`src/rtl/itda_pkg.sv`:
```
// Package for the integer to decimal ASCII converter.
// Holds mode codes, width selects, command/status structs and the BCD shift step.
// No dependencies.
package itda_pkg;

  localparam int MODE_W   = 3;
  localparam int CHAR_W   = 8;
  localparam int DIGITS   = 20;
  localparam int IDX_W    = 5;
  localparam int STEP_W   = 4;
  localparam int WORK_W   = 64;
  localparam int BITS_PER_STEP = 4;

  typedef logic [MODE_W-1:0] mode_t;
  localparam mode_t MODE_S16 = 3'd0;
  localparam mode_t MODE_U16 = 3'd1;
  localparam mode_t MODE_S32 = 3'd2;
  localparam mode_t MODE_U32 = 3'd3;
  localparam mode_t MODE_S64 = 3'd4;
  localparam mode_t MODE_U64 = 3'd5;

  localparam logic [CHAR_W-1:0] CHAR_MINUS = 8'h2D;
  localparam logic [CHAR_W-1:0] CHAR_ZERO  = 8'h30;
  localparam logic [CHAR_W-1:0] CHAR_NINE  = 8'h39;

  typedef enum logic [1:0] {
    WID_16,
    WID_32,
    WID_64
  } width_t;

  typedef logic [DIGITS-1:0][3:0] bcd_t;

  typedef enum logic [2:0] {
    ST_IDLE,
    ST_CONV,
    ST_COUNT,
    ST_SIGN,
    ST_DIGIT
  } state_t;

  typedef struct packed {
    logic load;
    logic shift;
    logic count;
    logic emit_sign;
    logic emit_digit;
  } dp_cmd_t;

  typedef struct packed {
    logic steps_last;
    logic negative;
    logic idx_zero;
    logic out_free;
  } dp_status_t;

  // Four double-dabble steps: correct each digit, then shift one bit in.
  function automatic bcd_t dabble_step(input bcd_t bcd_in, input logic [BITS_PER_STEP-1:0] nib);
    bcd_t b;
    logic [DIGITS*4-1:0] flat;
    b = bcd_in;
    for (int s = BITS_PER_STEP - 1; s >= 0; s--) begin
      for (int d = 0; d < DIGITS; d++) begin
        if (b[d] >= 4'd5) begin
          b[d] = b[d] + 4'd3;
        end
      end
      flat = b;
      flat = {flat[DIGITS*4-2:0], nib[s]};
      b    = flat;
    end
    return b;
  endfunction

endpackage

```
`src/rtl/itda_ctrl.sv`:
```
// Sequencer of the converter: load, BCD conversion, digit count, character emission.
// Depends on itda_pkg; drives the datapath by command struct only.
module itda_ctrl import itda_pkg::*; (
  input  logic       clk,
  input  logic       rst_n,
  input  logic       in_valid,
  output logic       in_ready,
  input  dp_status_t status,
  output dp_cmd_t    cmd
);

  state_t state_r, state_nxt;

  always_ff @(posedge clk) begin
    if (!rst_n) begin
      state_r <= ST_IDLE;
    end else begin
      state_r <= state_nxt;
    end
  end

  always_comb begin
    state_nxt = state_r;
    unique case (state_r)
      ST_IDLE: begin
        if (in_valid) state_nxt = ST_CONV;
      end
      ST_CONV: begin
        if (status.steps_last) state_nxt = ST_COUNT;
      end
      ST_COUNT: begin
        state_nxt = status.negative ? ST_SIGN : ST_DIGIT;
      end
      ST_SIGN: begin
        if (status.out_free) state_nxt = ST_DIGIT;
      end
      ST_DIGIT: begin
        if (status.out_free && status.idx_zero) state_nxt = ST_IDLE;
      end
      default: begin
        state_nxt = ST_IDLE;
      end
    endcase
  end

  always_comb begin
    cmd      = '0;
    in_ready = 1'b0;
    unique case (state_r)
      ST_IDLE: begin
        in_ready = 1'b1;
        cmd.load = in_valid;
      end
      ST_CONV: begin
        cmd.shift = 1'b1;
      end
      ST_COUNT: begin
        cmd.count = 1'b1;
      end
      ST_SIGN: begin
        cmd.emit_sign = status.out_free;
      end
      ST_DIGIT: begin
        cmd.emit_digit = status.out_free;
      end
      default: begin
        cmd = '0;
      end
    endcase
  end

endmodule

```
`config.mk`:
```
export PLATFORM = sky130hd
export DESIGN_NAME = itda_ctrl
export DESIGN_NICKNAME = d
export VERILOG_FILES = /design/src/rtl/itda_pkg.sv /design/src/rtl/itda_ctrl.sv
export SDC_FILE = /design/constraint.sdc
export NUM_CORES = 1
export LEC_CHECK = 0
export BUFFER_PORTS_ARGS = -buffer_cell sky130_fd_sc_hd__buf_2
export CAP_MARGIN = 20
export CORE_AREA = 2 2 39 41
export DETAILED_ROUTE_END_ITERATION = 10
export DIE_AREA = 0 0 41 43
export PLACE_DENSITY_LB_ADDON = 0.2
export SKIP_LAST_GASP = 1
export SLEW_MARGIN = 20
export SYNTH_ARGS = -nofsm -noshare
export SYNTH_HDL_FRONTEND = slang
export SYNTH_SLANG_ARGS = --single-unit
```
`constraint.sdc`:
```
create_clock -name clk -period 3.4 [get_ports clk]
set_clock_uncertainty 0.05 [all_clocks]
set_input_delay 0.17 -clock clk [delete_from_list [all_inputs] [get_ports clk]]
set_output_delay 0.17 -clock clk [all_outputs]
set_load 0.05 [all_outputs]
```
After elaboration in Yosys (flattened, before gate mapping) --
Cells that the tools add are included.
Word-level totals: bits in registers 3, output and inout port bits 6, logic and storage cells 24
Operators by class: reduce and logical (&&, ||, !) cells 3, mux-type cells 12, eq/ne operators 8
Operators by type and width (count):
- 3-bit 2-to-1 mux | 5
- 3-bit case mux with 5 select lines | 1
- 2-bit != test (second input constant) | 4
- 3-bit by 2-bit == test with 1-bit output (second input constant) | 2
- 1-bit 2-to-1 mux | 6
- 4-bit AND reduction | 1
- 3-bit by 1-bit == test with 1-bit output (second input constant) | 1
- 3-bit == test (second input constant) | 1
- 3-bit logical NOT | 1
- 1-bit logical AND | 1

Logic depth before layout (Yosys ltp) --
Gate-level depths: netlist of run 1.
depth in word-level cells 3, depth in mapped cells 5, mapped depth without buffers 4

Worst setup path before layout of run 1 --
No wires, ideal clock.
path type reg2out, from register state_r[1], to output cmd[4] (netlist name), cell stages (with the launch flop) 4, required time 3.180 ns, data arrival time 2.151 ns, path buffers 1, path slack 1.029 ns, cell sequence dfxtp_1 buf_2 nor3_1 and2_1
RTL lines:
- start, declared | RTL line itda_ctrl.sv:12 | state_t state_r, state_nxt;
- start signal, assigned | RTL line itda_ctrl.sv:18 | state_r <= state_nxt;
- end, declared | RTL line itda_ctrl.sv:9 | output dp_cmd_t cmd

==> results.json, run 1 <==
{
  "globalRouteOverflowTotal": 0,
  "cp.required_ns": 3.18,
  "dieWidth_um": 41,
  "ioPinCount": 13,
  "critPathCaptureType": "primary output",
  "drt_wl_total_um": 589,
  "io_buffers": 12,
  "top_regs": "state_r (3)",
  "htreeDepth": 1,
  "rows": 14,
  "crit_type": "flip-flop to primary output",
  "synthFlopType": "dfxtp_1",
  "synth_common_cells": "nand2_1, nor2_1, dfxtp_1, mux2i_1, nand2b_1",
  "area_growth_pct": 37.3,
  "cts-resized-gates": 0,
  "setup_slack_ns": 1.83,
  "wire_per_inst_um": 9.06,
  "synth_seq_area_share": 0.239,
  "clk_path_buf_depth": 2,
  "antenna_found_initial": 0,
  "outcome": "complete, no violations",
  "root_buffer": "clkbuf_4",
  "leakage_nw": 0.166,
  "postRouteAntennaNets": 0,
  "fin_crit_sh": 0.461,
  "cp-start-kind": "flip-flop",
  "die-area_mm2": 0.00176,
  "grt_pass1_vias": 217,
  "drc": 0,
  "n_antenna_cell": 0,
  "die_height_um": 43,
  "cts_tree": "built",
  "worst_ep_arrival_time_ns": 1.35,
  "synth_area_leaders": "dfxtp_1, mux2i_1, nand2_1, nand2b_1, nor2_1",
  "cap_violations": 0,
  "dpl_worst_slack_ns": 2.03,
  "avgSynthCellArea_um2": 7.19,
  "nets": 57,
  "first_pass_iters": 4,
  "syn_nets": 42,
  "grt_pass1_wl_um": 924,
  "relSlewSlack": 0.768,
  "grt_max_degree": 12,
  "period_minus_slack_ns": 1.57,
  "ir_drop_uv": 186,
  "async_reset_ff_frac": 0,
  "fin_util": 0.250,
  "fmax_mhz": 638,
  "dp_hpwl_um": 444,
  "yosys.area.top_type": "dfxtp_1",
  "crit_fanout": 8,
  "via_count": 276,
  "viasPerCell": 4.25,
  "numCtsBuffers": 3,
  "place_congestion": 0.681,
  "synth_edf_count": 0,
  "rsz0062_at_grt": "false",
  "tightest_slew_ns": 0.348,
  "ys_types": 18,
  "postCtsSetupRepairBufs": 0,
  "fin_setup_tns_ns": 0,
  "largest_register_ff_count": 3,
  "start_util": 0.182,
  "clk_pin_slew_ns": 0.04,
  "clock-sinks": 3,
  "ys_ff_latch": 3,
  "top_register": "state_r",
  "syn_inst": 35,
  "synth_most_common_cell": "nand2_1",
  "drive_above_1_share": 0.347,
  "slew_viol_final": 0,
  "setup_viol": 0,
  "drt_iter0_markers": 7,
  "hold_class": "input port to flip-flop",
  "cellPowerDensity_mw_per_mm2": 980,
  "clock_latency_ns": 0.23,
  "nFillCells": 172,
  "grt_usage": 0.0853,
  "synth.top_cell.area_share": 0.239,
  "syn_area_um2": 251,
  "hold_violations": 0,
  "synth_warnings": 0,
  "core_area_mm2": 0.00138,
  "cts_hold_repair.buffers": 0
}
-- area by class of cell --
type                    instances  area [um2]  share of cell area
well taps                      16        20.0              0.0580
multi-input cells              29         175               0.507
clock buffers                   4        26.3              0.0761
inverters                       1        3.75              0.0109
repair buffers                 12        60.1               0.174
flip-flops and latches          3        60.1               0.174
-- final timing paths --
check	to	from	cells past startpoint	slack (ns)
hold / removal	state_r[1]	rst_n	3	0.19
setup / recovery	cmd[0]	state_r[2]	3	1.83
hold reg to reg	state_r[2]	state_r[2]	2	0.52
setup reg to reg	state_r[2]	state_r[0]	4	2.05
-- where the power goes --
group / internal [W] / switching [W]
clock: 0.0000440 / 0.0000187
sequential: 0.0000469 / 0.0000287
combinational: 0.0000670 / 0.000133
-- through the flow --
stage | total power, W | hold WS (ns) | instance area (um2) | std cells
floorplan | 0.000246 | 0.262 | 251 | 35
global placement | 0.000279 | 0.438 | 319 | 61
detailed placement | 0.000280 | 0.429 | 319 | 61
CTS | 0.000345 | 0.177 | 345 | 65
global route | 0.000373 | 0.185 | 345 | 65
finish | 0.000338 | 0.186 | 345 | 65
-- logic make-up (layout without fill, tap and decap cells) --
group,count (synthesis),in the layout,synth area share
multiplexers,4,4,0.164
buffers and inverters,3,17,0.0647
AND/OR/NAND/NOR,22,22,0.433
AO/OA/AOI/OAI,3,3,0.0995
flip-flops,3,3,0.239
-- layout by cell type, fill, tap and decap left out, types with 2 or more instances in the layout --
| cell | instances |
|---|---|
| buf_2 | 12 |
| nor3_1 | 2 |
| nor2_1 | 5 |
| clkbuf_4 | 3 |
| nor2b_1 | 2 |
| nand2b_1 | 3 |
| dfxtp_1 | 3 |
| nand2_1 | 6 |
| mux2i_1 | 3 |
-- layer usage --
| metal | share of wire | track usage |
|---|---|---|
| met1 | 0.46 | 0.0897 |
| met2 | 0.44 | 0.103 |
| met3 | 0.097 | 0.0628 |
| met4 | 0 | 0.0800 |
| met5 | 0 | 0 |
-- worst max-delay path, cell delays in order, from the launching register on --
cell and delay, ns:
dfxtp_1 0.45, nor2b_1 0.20, nor3b_1 0.19, buf_2 0.29
No activity file was read; power rests on OpenSTA's default activity.
==> inputs of run 2 (changes only) <==
--- a/config.mk
+++ b/config.mk
@@ -5,6 +5,7 @@
 export SDC_FILE = /design/constraint.sdc
 export NUM_CORES = 1
 export LEC_CHECK = 0
+export ABC_AREA = 1
 export BUFFER_PORTS_ARGS = -buffer_cell sky130_fd_sc_hd__buf_2
 export CAP_MARGIN = 20
 export CORE_AREA = 2 2 39 41
==> constraint.sdc (replaced) <==
create_clock -name clk -period 1.5 [get_ports clk]
set_clock_uncertainty 0.05 [all_clocks]
set_input_delay 0.075 -clock clk [delete_from_list [all_inputs] [get_ports clk]]
set_output_delay 0.075 -clock clk [all_outputs]
set_load 0.05 [all_outputs]
==> results.json, run 2 <==
{
  "synth_warnings": 0,
  "reg2regPathDepth": 7,
  "outcome": "complete, no violations",
  "dieWidth_um": 41,
  "synthFlopType": "dfxtp_1",
  "tightest_slew_ns": 0.284,
  "ys_types": 10,
  "drc": 0,
  "postRouteAntennaNets": 0,
  "root_buffer": "clkbuf_4",
  "grt_max_degree": 9,
  "hp-start": "rst_n",
  "drive_above_1_share": 0.328,
  "critPathCaptureType": "primary output",
  "cts_tree": "built",
  "antenna_found_initial": 0,
  "drt_iter0_markers": 5,
  "clock-sinks": 3,
  "syn_area_um2": 233,
  "clk_pin_slew_ns": 0.04,
  "layout_common_cells": "nand2_1, buf_2, inv_1",
  "n_antenna_cell": 0,
  "r2r_start": "state_r[0]",
  "avgSynthCellArea_um2": 5.41,
  "cap_violations": 0,
  "ir_drop_uv": 600,
  "seq_area_um2": 60.1,
  "leakage_nw": 0.199,
  "dp_hpwl_um": 503,
  "hold_class": "input port to flip-flop",
  "htreeDepth": 1,
  "nFillCells": 171,
  "min_path_cells": 3,
  "core_area_mm2": 0.00138,
  "dpl_worst_slack_ns": 0.305,
  "slew_viol_final": 0,
  "fin_crit_sh": 0.907,
  "viasPerCell": 3.93,
  "synth_edf_count": 0,
  "syn_inst": 43,
  "grt_pass1_wl_mm": 1.02,
  "relSlewSlack": 0.811,
  "synth_most_common_cell": "nand2_1",
  "die_height_um": 43,
  "cp-start-kind": "flip-flop",
  "period_minus_slack_ns": 1.36,
  "r2r-end": "state_r[0]",
  "via_count": 291,
  "synth_seq_area_share": 0.258,
  "synth.top_cell.area_share": 0.258,
  "area_growth_pct": 46.8,
  "worstPathCellList": "inv_1, nor4_2, buf_2",
  "grt_pass1_vias": 272,
  "clk_path_buf_depth": 2,
  "place_congestion": 0.664,
  "crit_family": "buffers and inverters",
  "layout_commonest_cell": "nand2_1",
  "crit_fanout": 5,
  "grt_usage": 0.0894,
  "multi_input_area_um2": 145,
  "wire_per_inst_um": 8.14,
  "syn_nets": 50,
  "fmax_mhz": 735,
  "synth_area_leaders": "dfxtp_1, nand2_1, inv_1, nor2_1, a21oi_1",
  "io_buffers": 12,
  "top_regs": "state_r (3)",
  "clock_latency_ns": 0.23,
  "min_to": "state_r[0]",
  "nets": 66,
  "first_pass_iters": 4,
  "async_reset_ff_frac": 0,
  "cpMaxStageDelayCell": "dfxtp_1",
  "cellPowerDensity_mw_per_mm2": 2160,
  "cts-resized-gates": 0,
  "rows": 14,
  "start_util": 0.168,
  "hold_violations": 0,
  "die-area_mm2": 0.00176,
  "synth_common_cells": "nand2_1, inv_1, nor2_1, a21oi_1",
  "drt_wl_total_um": 602,
  "cts_hold_repair.buffers": 0,
  "globalRouteOverflowTotal": 0,
  "postCtsSetupRepairBufs": 0,
  "slowest_delay_ns": 0.40,
  "cp.required_ns": 1.37,
  "setup_slack_ns": 0.140,
  "crit_type": "flip-flop to primary output",
  "reg2reg_slack_ns": 0.28,
  "worst_ep_arrival_time_ns": 1.23,
  "largest_register_ff_count": 3,
  "totalPowerFinal_w": 0.000737,
  "ioPinCount": 13,
  "numCtsBuffers": 3,
  "top_register": "state_r",
  "yosys.area.top_type": "dfxtp_1",
  "rsz0062_at_grt": "false",
  "ys_ff_latch": 3,
  "critPathBufInv": 2,
  "setup_viol": 0
}
==> run 2: cell count changes in the layout (fill, tap and decap cells not counted), sizes merged, moves of 2 or more <==
cell | before | now
nor2b | 2 | 0
nand2b | 3 | 0
nand2 | 6 | 14
a21oi | 0 | 4
nor2 | 5 | 8
mux2i | 3 | 0
inv | 1 | 8
nand3 | 1 | 3
==> run 2: layout make-up <==
cell class              count  area share
repair buffers             12       0.176
well taps                  16      0.0586
flip-flops and latches      3       0.176
inverters                   8      0.0879
clock buffers               4      0.0769
multi-input cells          31       0.425
==> run 2: logic make-up after synthesis <==
family | synth area share
AND/OR/NAND/NOR | 0.479
buffers and inverters | 0.177
flip-flops | 0.258
AO/OA/AOI/OAI | 0.0860
==> run 2: worst max path at each step <==
| stage | from | end | slack [ns] | cells after the start |
|---|---|---|---|---|
| floorplan | state_r[2] | cmd[0] | -0.01 | 2 |
| global placement | state_r[0] | state_r[0] | 0.31 | 7 |
| detailed placement | state_r[0] | state_r[0] | 0.31 | 7 |
| CTS | state_r[2] | cmd[0] | 0.12 | 3 |
| global route | state_r[0] | cmd[1] | 0.05 | 3 |
| finish | state_r[2] | cmd[0] | 0.14 | 3 |
==> run 2: worst min-delay path: stages <==
cell     delay [ns]
buf_2          0.10
nand2_1        0.06
nor2_1         0.03
==> run 2: stage by stage <==
| step | utilization | hold WS, ns | cell area (um2) | setup TNS, ns | instances |
|---|---|---|---|---|---|
| after floorplan | - | 0.145 | 246 | -0.0105 | 43 |
| after global routing | 0.247 | 0.0346 | 342 | 0 | 74 |
| after detailed placement | 0.228 | 0.273 | 315 | 0 | 70 |
| after CTS | 0.247 | 0.0252 | 342 | 0 | 74 |
| final | 0.247 | 0.0328 | 342 | 0 | 74 |
| after global placement | 0.228 | 0.267 | 315 | 0 | 70 |
==> run 2: where the power goes <==
group / switching [W] / internal [W]
combinational: 0.000335 / 0.000113
clock: 0.0000402 / 0.0000996
sequential: 0.0000447 / 0.000104
total: 0.000420 / 0.000317
==> run 2: routing by layer <==
layer / global-route usage / up-vias / part of all wire / routed length [um]
met5: 0 / - / 0 / 0
met4: 0.0600 / 0 / 0.023 / 14
met3: 0.0471 / 2 / 0.088 / 53
met2: 0.122 / 9 / 0.44 / 262
met1: 0.103 / 119 / 0.45 / 271
li1: - / 161 / - / -
==> inputs of run 3 (changes only) <==
--- a/config.mk
+++ b/config.mk
@@ -12,6 +12,7 @@
 export DETAILED_ROUTE_END_ITERATION = 10
 export DIE_AREA = 0 0 41 43
 export PLACE_DENSITY_LB_ADDON = 0.2
+export SETUP_SLACK_MARGIN = 0.15
 export SKIP_LAST_GASP = 1
 export SLEW_MARGIN = 20
 export SYNTH_ARGS = -nofsm -noshare
==> results.json, run 3 (synthesized netlist as in run 2, its figures left out) <==
{
  "grt_usage": 0.0802,
  "first_pass_iters": 4,
  "clock-sinks": 3,
  "layout_common_cells": "nand2_1, inv_1, buf_2",
  "rsz0062_at_grt": "true",
  "hold_class": "input port to flip-flop",
  "fin_crit_sh": 0.840,
  "wire_per_inst_um": 7.73,
  "grt_pass1_vias": 274,
  "cpMaxStageDelayCell": "dfxtp_2",
  "period_minus_slack_ns": 1.26,
  "nFillCells": 165,
  "numCtsBuffers": 3,
  "pwr-share-clk": 0.181,
  "via_count": 282,
  "fin_setup_tns_ns": 0,
  "top_regs": "state_r (3)",
  "die-area_mm2": 0.00176,
  "setup_slack_ns": 0.239,
  "layout_commonest_cell": "nand2_1",
  "placed_cells": 70,
  "leakage_nw": 0.201,
  "globalRouteOverflowTotal": 0,
  "grt_util_met1": 0.0929,
  "cellPowerDensity_mw_per_mm2": 2140,
  "hold_violations": 0,
  "cts_hold_repair.buffers": 0,
  "grt_pass1_wl_um": 945,
  "outcome": "complete, no violations",
  "gr-usage-met3": 0.0314,
  "drc": 0,
  "largest_register_ff_count": 3,
  "die_height_um": 43,
  "dieWidth_um": 41,
  "cap_violations": 0,
  "drt_iter0_markers": 4,
  "start_util": 0.168,
  "setup_viol": 0,
  "ioPinCount": 13,
  "place_congestion": 0.643,
  "worstPathCellList": "nor2_1, nand2_1, inv_1, clkbuf_4",
  "antenna_found_initial": 0,
  "viasPerCell": 3.81,
  "slew_viol_final": 0,
  "grt_max_degree": 9,
  "instances_no_fill": 74,
  "rows": 14,
  "n_antenna_cell": 0,
  "fmax_mhz": 793,
  "dpl_worst_slack_ns": 0.258,
  "dp_hpwl_um": 481,
  "relSlewSlack": 0.835,
  "cp.required_ns": 1.37,
  "ir_drop_uv": 649,
  "tightest_slew_ns": 0.249,
  "internal-power_w": 0.000349,
  "clk_pin_slew_ns": 0.04,
  "htreeDepth": 1,
  "core_area_mm2": 0.00138,
  "critPathCaptureType": "primary output",
  "crit_type": "flip-flop to primary output",
  "cp-start-kind": "flip-flop",
  "crit_fanout": 8,
  "drive_above_1_share": 0.379,
  "root_buffer": "clkbuf_4",
  "postRouteAntennaNets": 0,
  "sw_frac_of_total": 0.552,
  "cts_tree": "built",
  "nets": 66,
  "area_growth_pct": 56.5,
  "use_met2": 0.113,
  "worst_ep_arrival_time_ns": 1.14,
  "drt_wl_total_um": 572,
  "power_frac_comb": 0.617,
  "grt-busiest-layer": "met2",
  "clk_path_buf_depth": 2,
  "pwr-share-seq": 0.202,
  "slowest_delay_ns": 0.36,
  "io_buffers": 12,
  "p_switching_w": 0.000430,
  "clock_latency_ns": 0.23,
  "top_register": "state_r"
}
[run 3: changes by cell type in the layout (fill, tap and decap cells not counted)]
cell	previous run	this run
dfxtp_2	0	2
nor2_4	0	1
nor2_1	6	5
dfxtp_1	3	1
buf_4	0	2
clkbuf_4	3	6
buf_2	12	7
[run 3: final timing paths]
path	from	endpoint	slack, ns	depth (start not counted)
max	state_r[0]	in_ready	0.24	4
min	rst_n	state_r[0]	0.03	3
max reg2reg	state_r[0]	state_r[1]	0.37	6
min reg2reg	state_r[2]	state_r[2]	0.50	2
[run 3: power groups by stage]
stage	Sequential [W]	Clock (W)	Combinational, W
final	0.000157	0.000141	0.000481
after global routing	0.000163	0.000155	0.000529
after CTS	0.000157	0.000144	0.000462
after detailed placement	0.000154	0	0.000461
after global placement	0.000154	0	0.000470
after floorplan	0.000122	0	0.000426
[run 3: critical path: cells and delay by family, from the launching register on]
kind                   cells  cell delay [ns]
buffers and inverters      2             0.31
flip-flops                 1             0.36
AND/OR/NAND/NOR            2             0.24
[run 3: stage by stage]
step | power [W] | hold slack, ns | util | area, um2
2_1_floorplan | 0.000548 | 0.145 | - | 254
3_3_place_gp | 0.000624 | 0.266 | 0.233 | 323
3_5_place_dp | 0.000615 | 0.275 | 0.233 | 323
4_1_cts | 0.000763 | 0.0228 | 0.255 | 353
5_1_grt | 0.000847 | 0.0354 | 0.263 | 364
6_report | 0.000779 | 0.0255 | 0.263 | 364
[run 3: cell type report]
type	count	area, um2	area share
multi-input cells	31	153	0.419
repair buffers	12	72.6	0.199
flip-flops and latches	3	62.6	0.172
inverters	8	30.0	0.0825
clock buffers	4	26.3	0.0722
well taps	16	20.0	0.0550
[run 3: per-layer routing]
metal	wire length, um	part of all wire	vias up
met5	0	0	-
met4	0	0	0
met3	42	0.073	0
met2	262	0.46	9
met1	266	0.47	112
li1	-	-	161
[run 3: what timing repair did]
item,CTS,global route
endpoints found under the setup margin,4,5
gates cloned,0,0
pin swaps,0,0
buffers inserted,0,0
resized for setup,2,6
